<file path="src/hdl/ucrr_pkg.sv">
// ----------------------------------------------------------------------------
// ucrr_pkg: shared types and constants of the EP0 request responder
// Result kinds, request codes, controller states and the descriptor byte table.
// ----------------------------------------------------------------------------
package ucrr_pkg;

	localparam int MAX_PACKET   = 64;
	localparam int STRING_COUNT = 5;
	localparam int CFG_TOTAL    = 32;

	localparam logic [2:0] KIND_DATA    = 3'd0;
	localparam logic [2:0] KIND_ZLP     = 3'd1;
	localparam logic [2:0] KIND_ARM_OUT = 3'd2;
	localparam logic [2:0] KIND_ADDR    = 3'd3;
	localparam logic [2:0] KIND_UNHAND  = 3'd4;
	localparam logic [2:0] KIND_RESET   = 3'd5;

	localparam logic [1:0] TYPE_SETUP   = 2'd0;
	localparam logic [1:0] TYPE_IN_DONE = 2'd1;
	localparam logic [1:0] TYPE_BUS_RST = 2'd2;
	localparam logic [1:0] TYPE_IGNORED = 2'd3;

	localparam logic [7:0] RQ_SET_ADDRESS = 8'd5;
	localparam logic [7:0] RQ_GET_DESC    = 8'd6;
	localparam logic [7:0] RQ_GET_CONFIG  = 8'd8;
	localparam logic [7:0] RQ_SET_CONFIG  = 8'd9;

	localparam logic [7:0] DIR_OUT = 8'h00;
	localparam logic [7:0] DIR_IN  = 8'h80;

	localparam logic [1:0] CFG_VENDOR  = 2'd0;
	localparam logic [1:0] CFG_PRODUCT = 2'd1;
	localparam logic [1:0] CFG_RELEASE = 2'd2;
	localparam logic [1:0] CFG_POWER   = 2'd3;

	// source selected for a data stage
	typedef enum logic [2:0] {
		SRC_DEVICE, SRC_CONFIG, SRC_LANG, SRC_STRING, SRC_ONE
	} src_t;

	typedef enum logic [1:0] {
		ST_IDLE, ST_EMIT, ST_STREAM
	} state_t;

	// controller to datapath
	typedef struct packed {
		logic       load;      // capture a new decoded item
		logic       advance;   // step byte counter
		logic       emit;      // present result to output register
		logic       last;
	} dp_cmd_t;

	// datapath to controller
	typedef struct packed {
		logic       stream;    // item produces a data stage
		logic       final_byte;
		logic       drop;      // presented item yields no result
	} dp_sts_t;

	// string characters: 8 per string, index (s*8+i)
	function automatic logic [7:0] str_char(input logic [2:0] s, input logic [2:0] i);
		logic [7:0] c;
		c = 8'h00;
		case ({s, i})
			6'o00: c = 8'h50; 6'o01: c = 8'h69; 6'o02: c = 8'h63; 6'o03: c = 8'h6f;
			6'o04: c = 8'h55; 6'o05: c = 8'h53; 6'o06: c = 8'h42;
			6'o10: c = 8'h44; 6'o11: c = 8'h65; 6'o12: c = 8'h6d; 6'o13: c = 8'h6f;
			6'o20: c = 8'h31; 6'o21: c = 8'h32; 6'o22: c = 8'h33; 6'o23: c = 8'h34;
			6'o24: c = 8'h35;
			6'o30: c = 8'h53; 6'o31: c = 8'h69; 6'o32: c = 8'h6d; 6'o33: c = 8'h70;
			6'o34: c = 8'h6c; 6'o35: c = 8'h65;
			6'o40: c = 8'h42; 6'o41: c = 8'h61; 6'o42: c = 8'h73; 6'o43: c = 8'h69;
			6'o44: c = 8'h63;
			default: c = 8'h00;
		endcase
		return c;
	endfunction

	function automatic logic [3:0] str_len(input logic [2:0] s);
		logic [3:0] l;
		case (s)
			3'd0: l = 4'd7;
			3'd1: l = 4'd4;
			3'd2: l = 4'd5;
			3'd3: l = 4'd6;
			3'd4: l = 4'd5;
			default: l = 4'd0;
		endcase
		return l;
	endfunction

	function automatic logic [7:0] cfg_byte(input logic [4:0] k, input logic [7:0] power);
		logic [7:0] b;
		case (k)
			5'd0: b = 8'd9;   5'd1: b = 8'h02; 5'd2: b = 8'd32; 5'd3: b = 8'd0;
			5'd4: b = 8'd1;   5'd5: b = 8'd1;  5'd6: b = 8'd4;  5'd7: b = 8'hc0;
			5'd8: b = power;
			5'd9: b = 8'd9;   5'd10: b = 8'h04; 5'd11: b = 8'd0; 5'd12: b = 8'd0;
			5'd13: b = 8'd2;  5'd14: b = 8'hff; 5'd15: b = 8'd0; 5'd16: b = 8'd0;
			5'd17: b = 8'd5;
			5'd18: b = 8'd7;  5'd19: b = 8'h05; 5'd20: b = 8'h01; 5'd21: b = 8'h02;
			5'd22: b = 8'd64; 5'd23: b = 8'd0;  5'd24: b = 8'd0;
			5'd25: b = 8'd7;  5'd26: b = 8'h05; 5'd27: b = 8'h82; 5'd28: b = 8'h02;
			5'd29: b = 8'd64; 5'd30: b = 8'd0;  5'd31: b = 8'd0;
			default: b = 8'd0;
		endcase
		return b;
	endfunction

endpackage

</file>
<file path="src/hdl/ucrr_ctrl.sv">
// ----------------------------------------------------------------------------
// ucrr_ctrl: sequencer of the EP0 responder
// Accepts one item, then issues one result or a run of data bytes; an ignored item yields no result.
// ----------------------------------------------------------------------------
module ucrr_ctrl (
	input  logic              clk,
	input  logic              arst_n,
	input  logic              in_valid,
	output logic              in_ready,
	output logic              out_valid,
	input  logic              out_ready,
	output ucrr_pkg::dp_cmd_t cmd,
	input  ucrr_pkg::dp_sts_t sts
);
	import ucrr_pkg::*;

	state_t state_q, state_d;
	logic   busy_out;

	assign busy_out = out_valid && !out_ready;

	always_ff @(posedge clk or negedge arst_n) begin
		if (!arst_n) begin
			state_q <= ST_IDLE;
		end else begin
			state_q <= state_d;
		end
	end

	always_comb begin
		state_d     = state_q;
		in_ready    = 1'b0;
		cmd         = '0;
		case (state_q)
			ST_IDLE: begin
				in_ready = 1'b1;
				// drop an item that yields no result: take it and stay idle
				if (in_valid && !sts.drop) begin
					cmd.load = 1'b1;
					state_d  = ST_EMIT;
				end
			end
			ST_EMIT: begin
				if (!busy_out) begin
					cmd.emit = 1'b1;
					if (sts.stream && !sts.final_byte) begin
						cmd.advance = 1'b1;
						state_d     = ST_STREAM;
					end else begin
						cmd.last = 1'b1;
						state_d  = ST_IDLE;
					end
				end
			end
			ST_STREAM: begin
				if (!busy_out) begin
					cmd.emit = 1'b1;
					if (sts.final_byte) begin
						cmd.last = 1'b1;
						state_d  = ST_IDLE;
					end else begin
						cmd.advance = 1'b1;
					end
				end
			end
			default: state_d = ST_IDLE;
		endcase
	end

	// output register valid: set on emit, drop when taken
	logic valid_q;
	always_ff @(posedge clk or negedge arst_n) begin
		if (!arst_n) begin
			valid_q <= 1'b0;
		end else if (cmd.emit) begin
			valid_q <= 1'b1;
		end else if (out_ready) begin
			valid_q <= 1'b0;
		end
	end
	assign out_valid = valid_q;

endmodule

</file>
<file path="src/hdl/ucrr_dp.sv">
// ----------------------------------------------------------------------------
// ucrr_dp: datapath of the EP0 responder
// Holds device state and config, decodes requests, builds each result.
// ----------------------------------------------------------------------------
module ucrr_dp (
	input  logic              clk,
	input  logic              arst_n,
	input  logic              cfg_we,
	input  logic [1:0]        cfg_index,
	input  logic [15:0]       cfg_data,
	input  logic [1:0]        req_type,
	input  logic [7:0]        request_kind,
	input  logic [7:0]        request_code,
	input  logic [15:0]       request_value,
	input  logic [15:0]       request_length,
	input  ucrr_pkg::dp_cmd_t cmd,
	output ucrr_pkg::dp_sts_t sts,
	output logic [2:0]        resp_kind,
	output logic [7:0]        resp_byte,
	output logic [6:0]        packet_len,
	output logic              data_pid,
	output logic              last_of_run,
	output logic [6:0]        current_address,
	output logic              configured_flag
);
	import ucrr_pkg::*;

	logic [15:0] vendor_q, product_q, release_q;
	logic [7:0]  power_q;
	logic        in_tog_q, out_tog_q, addr_pend_q, cfgd_q;
	logic [6:0]  pend_addr_q, act_addr_q;

	// captured item
	logic        stream_q;
	logic [2:0]  kind_q;
	logic        pid_q;
	src_t        src_q;
	logic [2:0]  sidx_q;
	logic [5:0]  n_q;      // bytes in run, 1..32
	logic [5:0]  pos_q;

	// decode of the presented item
	logic        d_stream;
	logic [2:0]  d_kind;
	logic        d_pid;
	src_t        d_src;
	logic [5:0]  d_avail;
	logic [5:0]  d_n;
	logic [7:0]  idx;
	logic [7:0]  dtype;
	logic [2:0]  sidx;

	assign dtype = request_value[15:8];
	assign idx   = request_value[7:0];
	assign sidx  = idx[2:0] - 3'd1;

	always_comb begin
		d_stream = 1'b0;
		d_kind   = KIND_UNHAND;
		d_pid    = 1'b0;
		d_src    = SRC_ONE;
		d_avail  = 6'd1;
		case (req_type)
			TYPE_SETUP: begin
				if (request_kind == DIR_OUT) begin
					d_kind = KIND_ZLP;
					d_pid  = 1'b1;
				end else if (request_kind == DIR_IN && request_code == RQ_GET_DESC) begin
					if (dtype == 8'd1) begin
						d_stream = 1'b1; d_src = SRC_DEVICE; d_avail = 6'd18;
					end else if (dtype == 8'd2) begin
						d_stream = 1'b1; d_src = SRC_CONFIG;
						d_avail  = (request_length >= 16'(CFG_TOTAL)) ? 6'd32 : 6'd9;
					end else if (dtype == 8'd3 && idx == 8'd0) begin
						d_stream = 1'b1; d_src = SRC_LANG; d_avail = 6'd4;
					end else if (dtype == 8'd3 && idx <= 8'(STRING_COUNT) && idx <= 8'd5) begin
						d_stream = 1'b1; d_src = SRC_STRING;
						d_avail  = 6'(5'd2 + {str_len(sidx), 1'b0});
					end
				end else if (request_kind == DIR_IN && request_code == RQ_GET_CONFIG) begin
					d_stream = 1'b1; d_src = SRC_ONE; d_avail = 6'd1;
				end
				if (d_stream) begin
					d_pid = 1'b1;
					if (request_length == 16'd0) begin
						d_stream = 1'b0;
						d_kind   = KIND_ZLP;
					end else begin
						d_kind = KIND_DATA;
					end
				end
			end
			TYPE_IN_DONE: begin
				d_kind = addr_pend_q ? KIND_ADDR : KIND_ARM_OUT;
				d_pid  = addr_pend_q ? 1'b0 : out_tog_q;
			end
			default: d_kind = KIND_RESET;
		endcase
		d_n = (request_length < {10'd0, d_avail}) ? request_length[5:0] : d_avail;
	end

	always_ff @(posedge clk or negedge arst_n) begin
		if (!arst_n) begin
			vendor_q <= 16'd0; product_q <= 16'd1; release_q <= 16'd1; power_q <= 8'd50;
			in_tog_q <= 1'b0; out_tog_q <= 1'b0; addr_pend_q <= 1'b0; cfgd_q <= 1'b0;
			pend_addr_q <= 7'd0; act_addr_q <= 7'd0;
		end else begin
			if (cfg_we) begin
				case (cfg_index)
					CFG_VENDOR:  vendor_q  <= cfg_data;
					CFG_PRODUCT: product_q <= cfg_data;
					CFG_RELEASE: release_q <= cfg_data;
					CFG_POWER:   power_q   <= cfg_data[7:0];
					default: ;
				endcase
			end
			if (cmd.load) begin
				case (req_type)
					TYPE_SETUP: begin
						// any setup leaves the IN toggle at 0 unless unhandled
						in_tog_q <= (d_stream || d_kind == KIND_ZLP) ? 1'b0 : 1'b1;
						if (request_kind == DIR_OUT) begin
							if (request_code == RQ_SET_ADDRESS) begin
								pend_addr_q <= request_value[6:0];
								addr_pend_q <= 1'b1;
							end else if (request_code == RQ_SET_CONFIG) begin
								cfgd_q <= 1'b1;
							end
						end
					end
					TYPE_IN_DONE: begin
						if (addr_pend_q) begin
							act_addr_q  <= pend_addr_q;
							addr_pend_q <= 1'b0;
						end else begin
							out_tog_q <= ~out_tog_q;
						end
					end
					TYPE_BUS_RST: begin
						pend_addr_q <= 7'd0; act_addr_q <= 7'd0;
						addr_pend_q <= 1'b0; cfgd_q <= 1'b0;
					end
					default: ;
				endcase
			end
		end
	end

	always_ff @(posedge clk) begin
		if (cmd.load) begin
			stream_q <= d_stream;
			kind_q   <= d_kind;
			pid_q    <= d_pid;
			src_q    <= d_src;
			sidx_q   <= sidx;
			n_q      <= d_n;
			pos_q    <= 6'd0;
		end else if (cmd.advance) begin
			pos_q <= pos_q + 6'd1;
		end
	end

	assign sts.stream     = stream_q;
	assign sts.final_byte = (pos_q + 6'd1 == n_q);
	assign sts.drop       = (req_type == TYPE_IGNORED);

	logic [7:0] byte_w;
	always_comb begin
		byte_w = 8'd0;
		case (src_q)
			SRC_DEVICE: begin
				case (pos_q[4:0])
					5'd0: byte_w = 8'd18;  5'd1: byte_w = 8'h01; 5'd2: byte_w = 8'h00;
					5'd3: byte_w = 8'h02;  5'd7: byte_w = 8'(MAX_PACKET);
					5'd8: byte_w = vendor_q[7:0];   5'd9: byte_w = vendor_q[15:8];
					5'd10: byte_w = product_q[7:0]; 5'd11: byte_w = product_q[15:8];
					5'd12: byte_w = release_q[7:0]; 5'd13: byte_w = release_q[15:8];
					5'd14: byte_w = 8'd1; 5'd15: byte_w = 8'd2; 5'd16: byte_w = 8'd3;
					5'd17: byte_w = 8'd1;
					default: byte_w = 8'd0;
				endcase
			end
			SRC_CONFIG: byte_w = cfg_byte(pos_q[4:0], power_q);
			SRC_LANG: begin
				case (pos_q[1:0])
					2'd0: byte_w = 8'd4; 2'd1: byte_w = 8'h03;
					2'd2: byte_w = 8'h09; default: byte_w = 8'h04;
				endcase
			end
			SRC_STRING: begin
				if (pos_q == 6'd0) byte_w = {3'd0, str_len(sidx_q), 1'b0} + 8'd2;
				else if (pos_q == 6'd1) byte_w = 8'h03;
				else if (pos_q[0]) byte_w = 8'h00;
				else byte_w = str_char(sidx_q, 3'(pos_q[4:1] - 4'd1));
			end
			SRC_ONE: byte_w = 8'h01;
			default: byte_w = 8'd0;
		endcase
	end

	// output register
	always_ff @(posedge clk) begin
		if (cmd.emit) begin
			resp_kind       <= kind_q;
			resp_byte       <= stream_q ? byte_w : 8'd0;
			packet_len      <= stream_q ? {1'b0, n_q} : 7'd0;
			data_pid        <= pid_q;
			last_of_run     <= cmd.last;
			current_address <= act_addr_q;
			configured_flag <= cfgd_q;
		end
	end

endmodule

</file>
<file path="src/hdl/usb_control_request_responder_top.sv">
// ----------------------------------------------------------------------------
// usb_control_request_responder_top: USB 2.0 EP0 standard request responder
// The item is captured at the input transfer; its first result then goes to the output register.
// Throughput: one result per cycle while m_axis_tready stays high; a new item is
// taken only after the controller has emitted every result of the previous one.
// Reset (arst_n low): toggles, address, configured flag and config registers to defaults.
// ----------------------------------------------------------------------------
module usb_control_request_responder_top (
	input  logic        clk,
	input  logic        arst_n,
	input  logic        cfg_we,
	input  logic [1:0]  cfg_index,
	input  logic [15:0] cfg_data,
	input  logic        s_axis_tvalid,
	output logic        s_axis_tready,
	// req_type[1:0], request_kind[9:2], request_code[17:10],
	// request_value[33:18], request_length[49:34], zero fill to 56
	input  logic [55:0] s_axis_tdata,
	output logic        m_axis_tvalid,
	input  logic        m_axis_tready,
	// resp_kind[2:0], resp_byte[10:3], packet_len[17:11], data_pid[18],
	// current_address[25:19], configured_flag[26], zero fill to 32
	output logic [31:0] m_axis_tdata,
	output logic        m_axis_tlast
);
	import ucrr_pkg::*;

	dp_cmd_t    cmd;
	dp_sts_t    sts;
	logic [2:0] resp_kind;
	logic [7:0] resp_byte;
	logic [6:0] packet_len, current_address;
	logic       data_pid, configured_flag;

	ucrr_ctrl u_ctrl (
		.clk(clk), .arst_n(arst_n),
		.in_valid(s_axis_tvalid), .in_ready(s_axis_tready),
		.out_valid(m_axis_tvalid), .out_ready(m_axis_tready),
		.cmd(cmd), .sts(sts)
	);

	ucrr_dp u_dp (
		.clk(clk), .arst_n(arst_n),
		.cfg_we(cfg_we), .cfg_index(cfg_index), .cfg_data(cfg_data),
		.req_type(s_axis_tdata[1:0]), .request_kind(s_axis_tdata[9:2]),
		.request_code(s_axis_tdata[17:10]), .request_value(s_axis_tdata[33:18]),
		.request_length(s_axis_tdata[49:34]),
		.cmd(cmd), .sts(sts),
		.resp_kind(resp_kind), .resp_byte(resp_byte), .packet_len(packet_len),
		.data_pid(data_pid), .last_of_run(m_axis_tlast),
		.current_address(current_address), .configured_flag(configured_flag)
	);

	assign m_axis_tdata = {5'd0, configured_flag, current_address, data_pid,
		packet_len, resp_byte, resp_kind};

endmodule
</file>
<file path="config.mk">
export PLATFORM = sky130hd
export DESIGN_NAME = usb_control_request_responder_top
export DESIGN_NICKNAME = d
export VERILOG_FILES = /design/src/hdl/ucrr_pkg.sv /design/src/hdl/ucrr_ctrl.sv /design/src/hdl/ucrr_dp.sv /design/src/hdl/usb_control_request_responder_top.sv
export SDC_FILE = /design/constraint.sdc
export NUM_CORES = 1
export LEC_CHECK = 0
export BUFFER_PORTS_ARGS = -buffer_cell sky130_fd_sc_hd__buf_4
export CORE_ASPECT_RATIO = 1.75
export CORE_MARGIN = 2
export CORE_UTILIZATION = 47
export CTS_BUF_LIST = sky130_fd_sc_hd__clkbuf_4
export CTS_CLUSTER_DIAMETER = 120
export CTS_CLUSTER_SIZE = 14
export DETAILED_ROUTE_END_ITERATION = 8
export PLACE_DENSITY = 0.77
export SETUP_SLACK_MARGIN = 0.05
export SLEW_MARGIN = 30
export SYNTH_ARGS = -nofsm -noshare
export SYNTH_HDL_FRONTEND = slang
export SYNTH_SLANG_ARGS = --single-unit
export TNS_END_PERCENT = 10
</file>
<file path="constraint.sdc">
create_clock -name clk -period 10.2 [get_ports clk]
set_input_delay 2.04 -clock clk [delete_from_list [all_inputs] [get_ports clk]]
set_output_delay 2.04 -clock clk [all_outputs]
set_load 0.005 [all_outputs]
</file>
==> results of run 1 <==
routing by layer:
| layer | up-vias | part of all wire (%) | wire [um] |
|---|---|---|---|
| met4 | 0 | 4.0 | 747 |
| met5 | - | 0 | 0 |
| met2 | 192 | 54 | 10100 |
| met3 | 56 | 4.4 | 839 |
| li1 | 2855 | - | - |
| met1 | 2972 | 38 | 7120 |
critical path, delay by kind of cell:
kind / cells / cell delay (ps)
adders and majority gates: 1 / 300
buffers and inverters: 1 / 110
muxes: 1 / 420
and+or+nand+nor: 6 / 1840
AOI/OAI and AO/OA: 4 / 1080
logic make-up after synthesis:
kind of cell / Yosys count
AND/OR/NAND/NOR: 218
AO/OA/AOI/OAI: 178
flip-flops: 126
buffers and inverters: 85
multiplexers: 72
adder cells (fa/ha/maj): 32
XOR/XNOR: 20
other: 1
placed cells by master, fill, tap and decap left out, types with 5 or more instances in the layout:
cell type	count
a211oi_1	6
a21oi_1	40
a22oi_1	14
a31oi_1	6
and2_1	9
buf_4	106
clkbuf_4	19
conb_1	6
dfrtp_1	71
dfstp_2	5
dfxtp_1	6
edfxtp_1	44
ha_1	32
inv_1	36
mux2_2	57
mux2i_1	14
nand2_1	53
nand2b_1	10
nand3_1	14
nand3b_1	14
nor2_1	38
nor2b_1	16
nor3_1	18
nor4_1	7
o211ai_1	6
o21ai_0	49
o22ai_1	5
o31ai_1	5
o41ai_1	7
or3_1	7
xnor2_1	14
xor2_1	6
through the flow:
stage,cell area (sq um),total power [mW],utilization (%),hold WS [ps]
3_3_place_gp,8250,1.32,53.6,402
4_1_cts,8580,1.74,55.7,436
5_1_grt,8600,1.83,55.9,456
6_report,8600,1.74,55.9,441
3_5_place_dp,8250,1.34,53.6,407
2_1_floorplan,7410,1.13,-,400
sequential cells by signal (all words and copies together), names as in the netlist, 2 cells and up:
signal and cells:
u_dp.packet_len 6, u_dp.power_q 8, u_dp.pos_q 6, u_ctrl.state_q 2, u_dp.act_addr_q 7, u_dp.vendor_q 16
u_dp.pend_addr_q 7, u_dp.resp_byte 8, u_dp.kind_q 3, u_dp.current_address 7, u_dp.sidx_q 3, u_dp.src_q 3
u_dp.n_q 6, u_dp.product_q 16, u_dp.resp_kind 3, u_dp.release_q 16
worst paths after layout:
check / to / slack, ps
min in group asynchronous: u_dp.vendor_q[4] / 1510
max in group asynchronous: u_dp.release_q[14] / 8170
max reg2reg: u_dp.resp_byte[5] / 6770
min reg2reg: u_dp.data_pid / 440
min: u_dp.data_pid / 440
max: u_dp.n_q[0] / 4690
layout make-up:
class | instances | area [sq um]
Fill cell | 1349 | 6790
Clock inverter | 13 | 186
Sequential cell | 126 | 3350
Timing Repair Buffer | 107 | 807
Multi-Input combinational cell | 526 | 3730
Antenna cell | 1 | 2.50
Clock buffer | 19 | 143
Tap cell | 186 | 233
Inverter | 38 | 143
report_power, final:
group	leakage (nW)	switching, mW	internal (mW)	total (mW)
Sequential	1.37	0.0860	0.677	0.763
Combinational	1.91	0.330	0.246	0.576
Clock	0.184	0.197	0.202	0.400
==> impl_metrics.tcl, run 1 <==
set metrics [dict create \
    use_met1_pct 24.5 \
    hold_depth 0 \
    rows 60 \
    place_congestion 0.933 \
    maxCapViolCount 0 \
    postSynthAreaPerCell_sq_um 10.1 \
    met3_usage_pct 4.93 \
    netlist_top_cells_area "dfrtp_1 24%, edfxtp_1 18%, mux2_2 8.7%, ha_1 5.4%, o21ai_0 3.3%" \
    postCtsHoldBufs 0 \
    layout_setup_ws_ps 4690 \
    synth_fa_ha_area_share_pct 5.42 \
    finalMaxSlewViolations 0 \
    port_buffers 101 \
    setup_tns_ps 0 \
    setup_viol 0 \
    async_flop_share_pct 60.3 \
    worstReg2RegStart "u_dp.pos_q[1]" \
    cpMaxStageDelayCell "a31oi_1" \
    critical-path-max-stage-delay_ps 620 \
    start_util_pct 48.0 \
    drt_iter0_markers 374 \
    cts_setup_buffers 0 \
    post_cts_resized 0 \
    dp_hpwl_mm 13.7 \
    dieWidth_um 98.8 \
    hold_viol 0 \
    grt_pass1_wl_mm 29.7 \
    vias 6075 \
    grt_max_degree 77 \
    synth_commonest_cells "71 x dfrtp_1, 57 x mux2_2, 53 x nand2_1" \
    clockBufferDepth 2 \
    synth_seq_area_share_pct 45.3 \
    detail_route.wirelength_mm 18.9 \
    required_ps 10480 \
    synthToLayoutAreaGrowth_pct 16.3 \
    synth_edf_count 44 \
    vias_per_cell 5.98 \
    grt-busiest-layer "met2" \
    reg2reg_depth 8 \
    min_period_ps 5510 \
    cts-root-buf "clkbuf_4" \
    fp.dieH_um 170 \
    clock_latency_ps 530 \
    antenna_left 0 \
    cts.sinks 126 \
    synth_compound_area_share_pct 15.7 \
    grt_use_total_pct 22.4 \
    hp-class "flip-flop to flip-flop" \
    cts_tree "done" \
    synth_top_family_by_area "simple AND/OR/NAND/NOR gates" \
    period_share_pct 54.0 \
    cts.clk_slew.worst_paths_ps 120 \
    grt_setup_unrepaired "false" \
    synth_mux_area_share_pct 10.7 \
    ir_worst_vdd_mv 0.138 \
    yosys.area.top_type_share_pct 24.0 \
    ys_seq_elements 126 \
    antenna_found_initial 1 \
    arrival_ps 5790 \
    worst_slew_pin_slew_ps 1020 \
    synthDistinctLibCells 72 \
    worstHoldStart "u_dp.pid_q" \
    final_nets 927 \
    worstSetupEndpointType "flip-flop" \
    numCtsBuffers 17 \
    yosys.area_share.simple_pct 15.7 \
    wl_per_cell_um 18.6 \
    dp_cells 983 \
    start_kind "primary input" \
    worstSetupStartpoint "s_axis_tdata[23]" \
    drt_pre_antenna_iters 5 \
    yosysTopAreaCell "dfrtp_1" \
    io_pins 114 \
    netlist_area_sq_um 7390 \
    slew_headroom_pct 31.8 \
    pre_cts_ws_ps 4140 \
    status "completed" \
    stdcell_count 1016 \
    worstSetupPathType "primary input to flip-flop" \
    die-area_sq_um 16800 \
    yosysMostFrequentCell "dfrtp_1" \
    grt_pass1_vias 6062 \
    core_sq_um 15400 \
    p_per_area_nw_per_um2 202 \
    fmax_mhz 181 \
    netlist_instances 732 \
    htree_levels 4 \
    gr-total-overflow 0 \
    synthXorXnorAreaFrac_pct 2.37 \
    cp_max_fo 6 \
    crit_path_cell_trace "buf_4 > or4b_4 > or4_4 > or3_4 > o22a_1 > or2_1 > ha_1 > nand2_1 > nor2_1 > a211oi_1 > o21ai_0 > a31oi_1 > mux2_2" \
    drc_errors 0 \
    yosys_warnings 0 \
    gr-usage-met2_pct 40.5 \
    synth_ff_type "dfrtp_1" \
    drive_gt1_share_pct 26.3 \
    finalClockSkew_ps 16.1 \
    power.leakage_nw 3.47 \
]
Power figures use the tool's default switching activity.
==> run 2, diff against run 1 <==
clock period = 5.4 ns   (was 10.2 ns; I/O delays follow)
==> run 2 against run 1 <==
  * Combinational power rose by 91%
  * Clock skew is 7.3 ps higher
  * Via count down 0.13%
  * Count of clock-buffer cells in the layout rose by 2
  * Non-clock buffer count up 1
  * Critical path type unchanged
  * Critical endpoint unchanged
  * First-iteration DRC count is 17% lower
  * Global-route usage fell by 0.11 points
  * Sequential cell count did not move
  * Final cell count hardly changed
==> impl_metrics.tcl, run 2 (same netlist as run 1, synthesis figures left out) <==
set metrics [dict create \
    post_cts_resized 0 \
    setup_tns_ps 0 \
    cts.clk_slew.worst_paths_ps 110 \
    use_met1_pct 24.5 \
    grt_pass1_vias 6085 \
    drt_pre_antenna_iters 7 \
    vias_per_cell 5.97 \
    grt_max_degree 77 \
    ir_worst_vdd_mv 0.231 \
    maxCapViolCount 0 \
    min_period_ps 4240 \
    antenna_left 0 \
    detail_route.wirelength_mm 18.4 \
    clockBufferDepth 2 \
    die-area_sq_um 16800 \
    stdcell_count 1017 \
    layout_setup_ws_ps 1160 \
    worstSetupPathType "primary input to flip-flop" \
    final_common_cell "buf_4" \
    fp.dieH_um 170 \
    critical-path-max-stage-delay_ps 540 \
    worstSetupEndpointType "flip-flop" \
    final_core_util_pct 55.6 \
    hp-class "flip-flop to flip-flop" \
    period_share_pct 78.6 \
    fmax_mhz 236 \
    power.total_mw 3.17 \
    antenna_found_initial 1 \
    hold_viol 0 \
    start_util_pct 48.0 \
    worst_slew_pin_slew_ps 1010 \
    slew_headroom_pct 31.8 \
    gr-usage-met2_pct 40.6 \
    place_congestion 0.933 \
    grt-busiest-layer "met2" \
    clock_latency_ps 510 \
    vias 6067 \
    final_nets 928 \
    n_fill_cell 1325 \
    drt_iter0_markers 309 \
    grt_setup_unrepaired "false" \
    port_buffers 101 \
    wl_per_cell_um 18.0 \
    rows 60 \
    io_pins 114 \
    p_per_area_nw_per_um2 371 \
    layout_common_cells "107 x buf_4, 71 x dfrtp_1, 57 x mux2_2" \
    core_sq_um 15400 \
    start_kind "primary input" \
    crit_path_cell_trace "buf_4 > or4b_4 > or4_4 > or3_4 > o22a_1 > or2_1 > ha_1 > nand2_1 > nor2_1 > a211oi_1 > o21ai_0 > a31oi_1 > buf_4 > mux2_2" \
    worst_hold_slack_ps 426 \
    grt_use_total_pct 22.2 \
    drc_errors 0 \
    cts_tree "done" \
    crit_top_cell "buf_4" \
    arrival_ps 4490 \
    cts-root-buf "clkbuf_4" \
    stdcell_area_sq_um 8550 \
    power.leakage_nw 3.45 \
    met3_usage_pct 3.94 \
    status "completed" \
    post_dp_cell_area_sq_um 8270 \
    cts.sinks 126 \
    cp_max_fo 6 \
    synthToLayoutAreaGrowth_pct 15.7 \
    htree_levels 4 \
    gr-total-overflow 0 \
    cpMaxStageDelayCell "or4b_4" \
    finalClockSkew_ps 23.4 \
    drive_gt1_share_pct 26.1 \
    required_ps 5650 \
    finalMaxSlewViolations 0 \
    postCtsHoldBufs 0 \
    pre_cts_ws_ps 633 \
    dieWidth_um 98.8 \
    numCtsBuffers 17 \
    reg.largest.list "u_dp.product_q (16), u_dp.release_q (16), u_dp.vendor_q (16)" \
    cts_setup_buffers 0 \
    setup_viol 0 \
    dp_hpwl_mm 13.5 \
    grt_pass1_wl_mm 29.6 \
    dp_cells 984 \
]
run 2: cell types whose count changed in the layout (fill, tap and decap cells not counted), sizes merged:
cell    previous run  this run
clkinv             5         6
inv               42        41
buf              107       108
clkbuf            19        21
bufinv             4         2
run 2: critical path, delay by kind of cell:
kind	cells	cell delay (ps)
AOI/OAI and AO/OA	4	640
adders and majority gates	1	300
buffers and inverters	2	300
muxes	1	340
and+or+nand+nor	6	1820
run 2: cell type report:
cell class	instances	area [sq um]	share of cell area, %
diodes	1	2.50	0.0293
clock buffers	21	158	1.84
clock inverters	11	115	1.35
inverters	38	143	1.67
multi-input cells	526	3740	43.7
flip-flops and latches	126	3350	39.2
well taps	186	233	2.72
repair buffers	108	815	9.52
run 2: final timing paths:
kind | start | to | slack, ps | cells past startpoint
max in group asynchronous | arst_n | u_dp.release_q[6] | 4300 | 1
setup / recovery | s_axis_tdata[23] | u_dp.n_q[0] | 1160 | 14
min in group asynchronous | arst_n | u_dp.release_q[3] | 570 | 1
setup reg to reg | u_dp.pos_q[1] | u_dp.resp_byte[5] | 2160 | 8
hold / removal | u_dp.kind_q[2] | u_dp.resp_kind[2] | 430 | 0
hold reg to reg | u_dp.kind_q[2] | u_dp.resp_kind[2] | 430 | 0
run 2: power by group:
part	leakage (nW)	internal [mW]	switching (mW)
logic	1.92	0.467	0.630
registers	1.37	1.28	0.161
clock network	0.160	0.294	0.343
total	3.45	2.04	1.13
run 2: per-layer routing:
| layer | vias to the layer above | wire [um] |
|---|---|---|
| met5 | - | 0 |
| met1 | 2941 | 6780 |
| met3 | 50 | 951 |
| met2 | 224 | 9930 |
| li1 | 2852 | - |
| met4 | 0 | 691 |
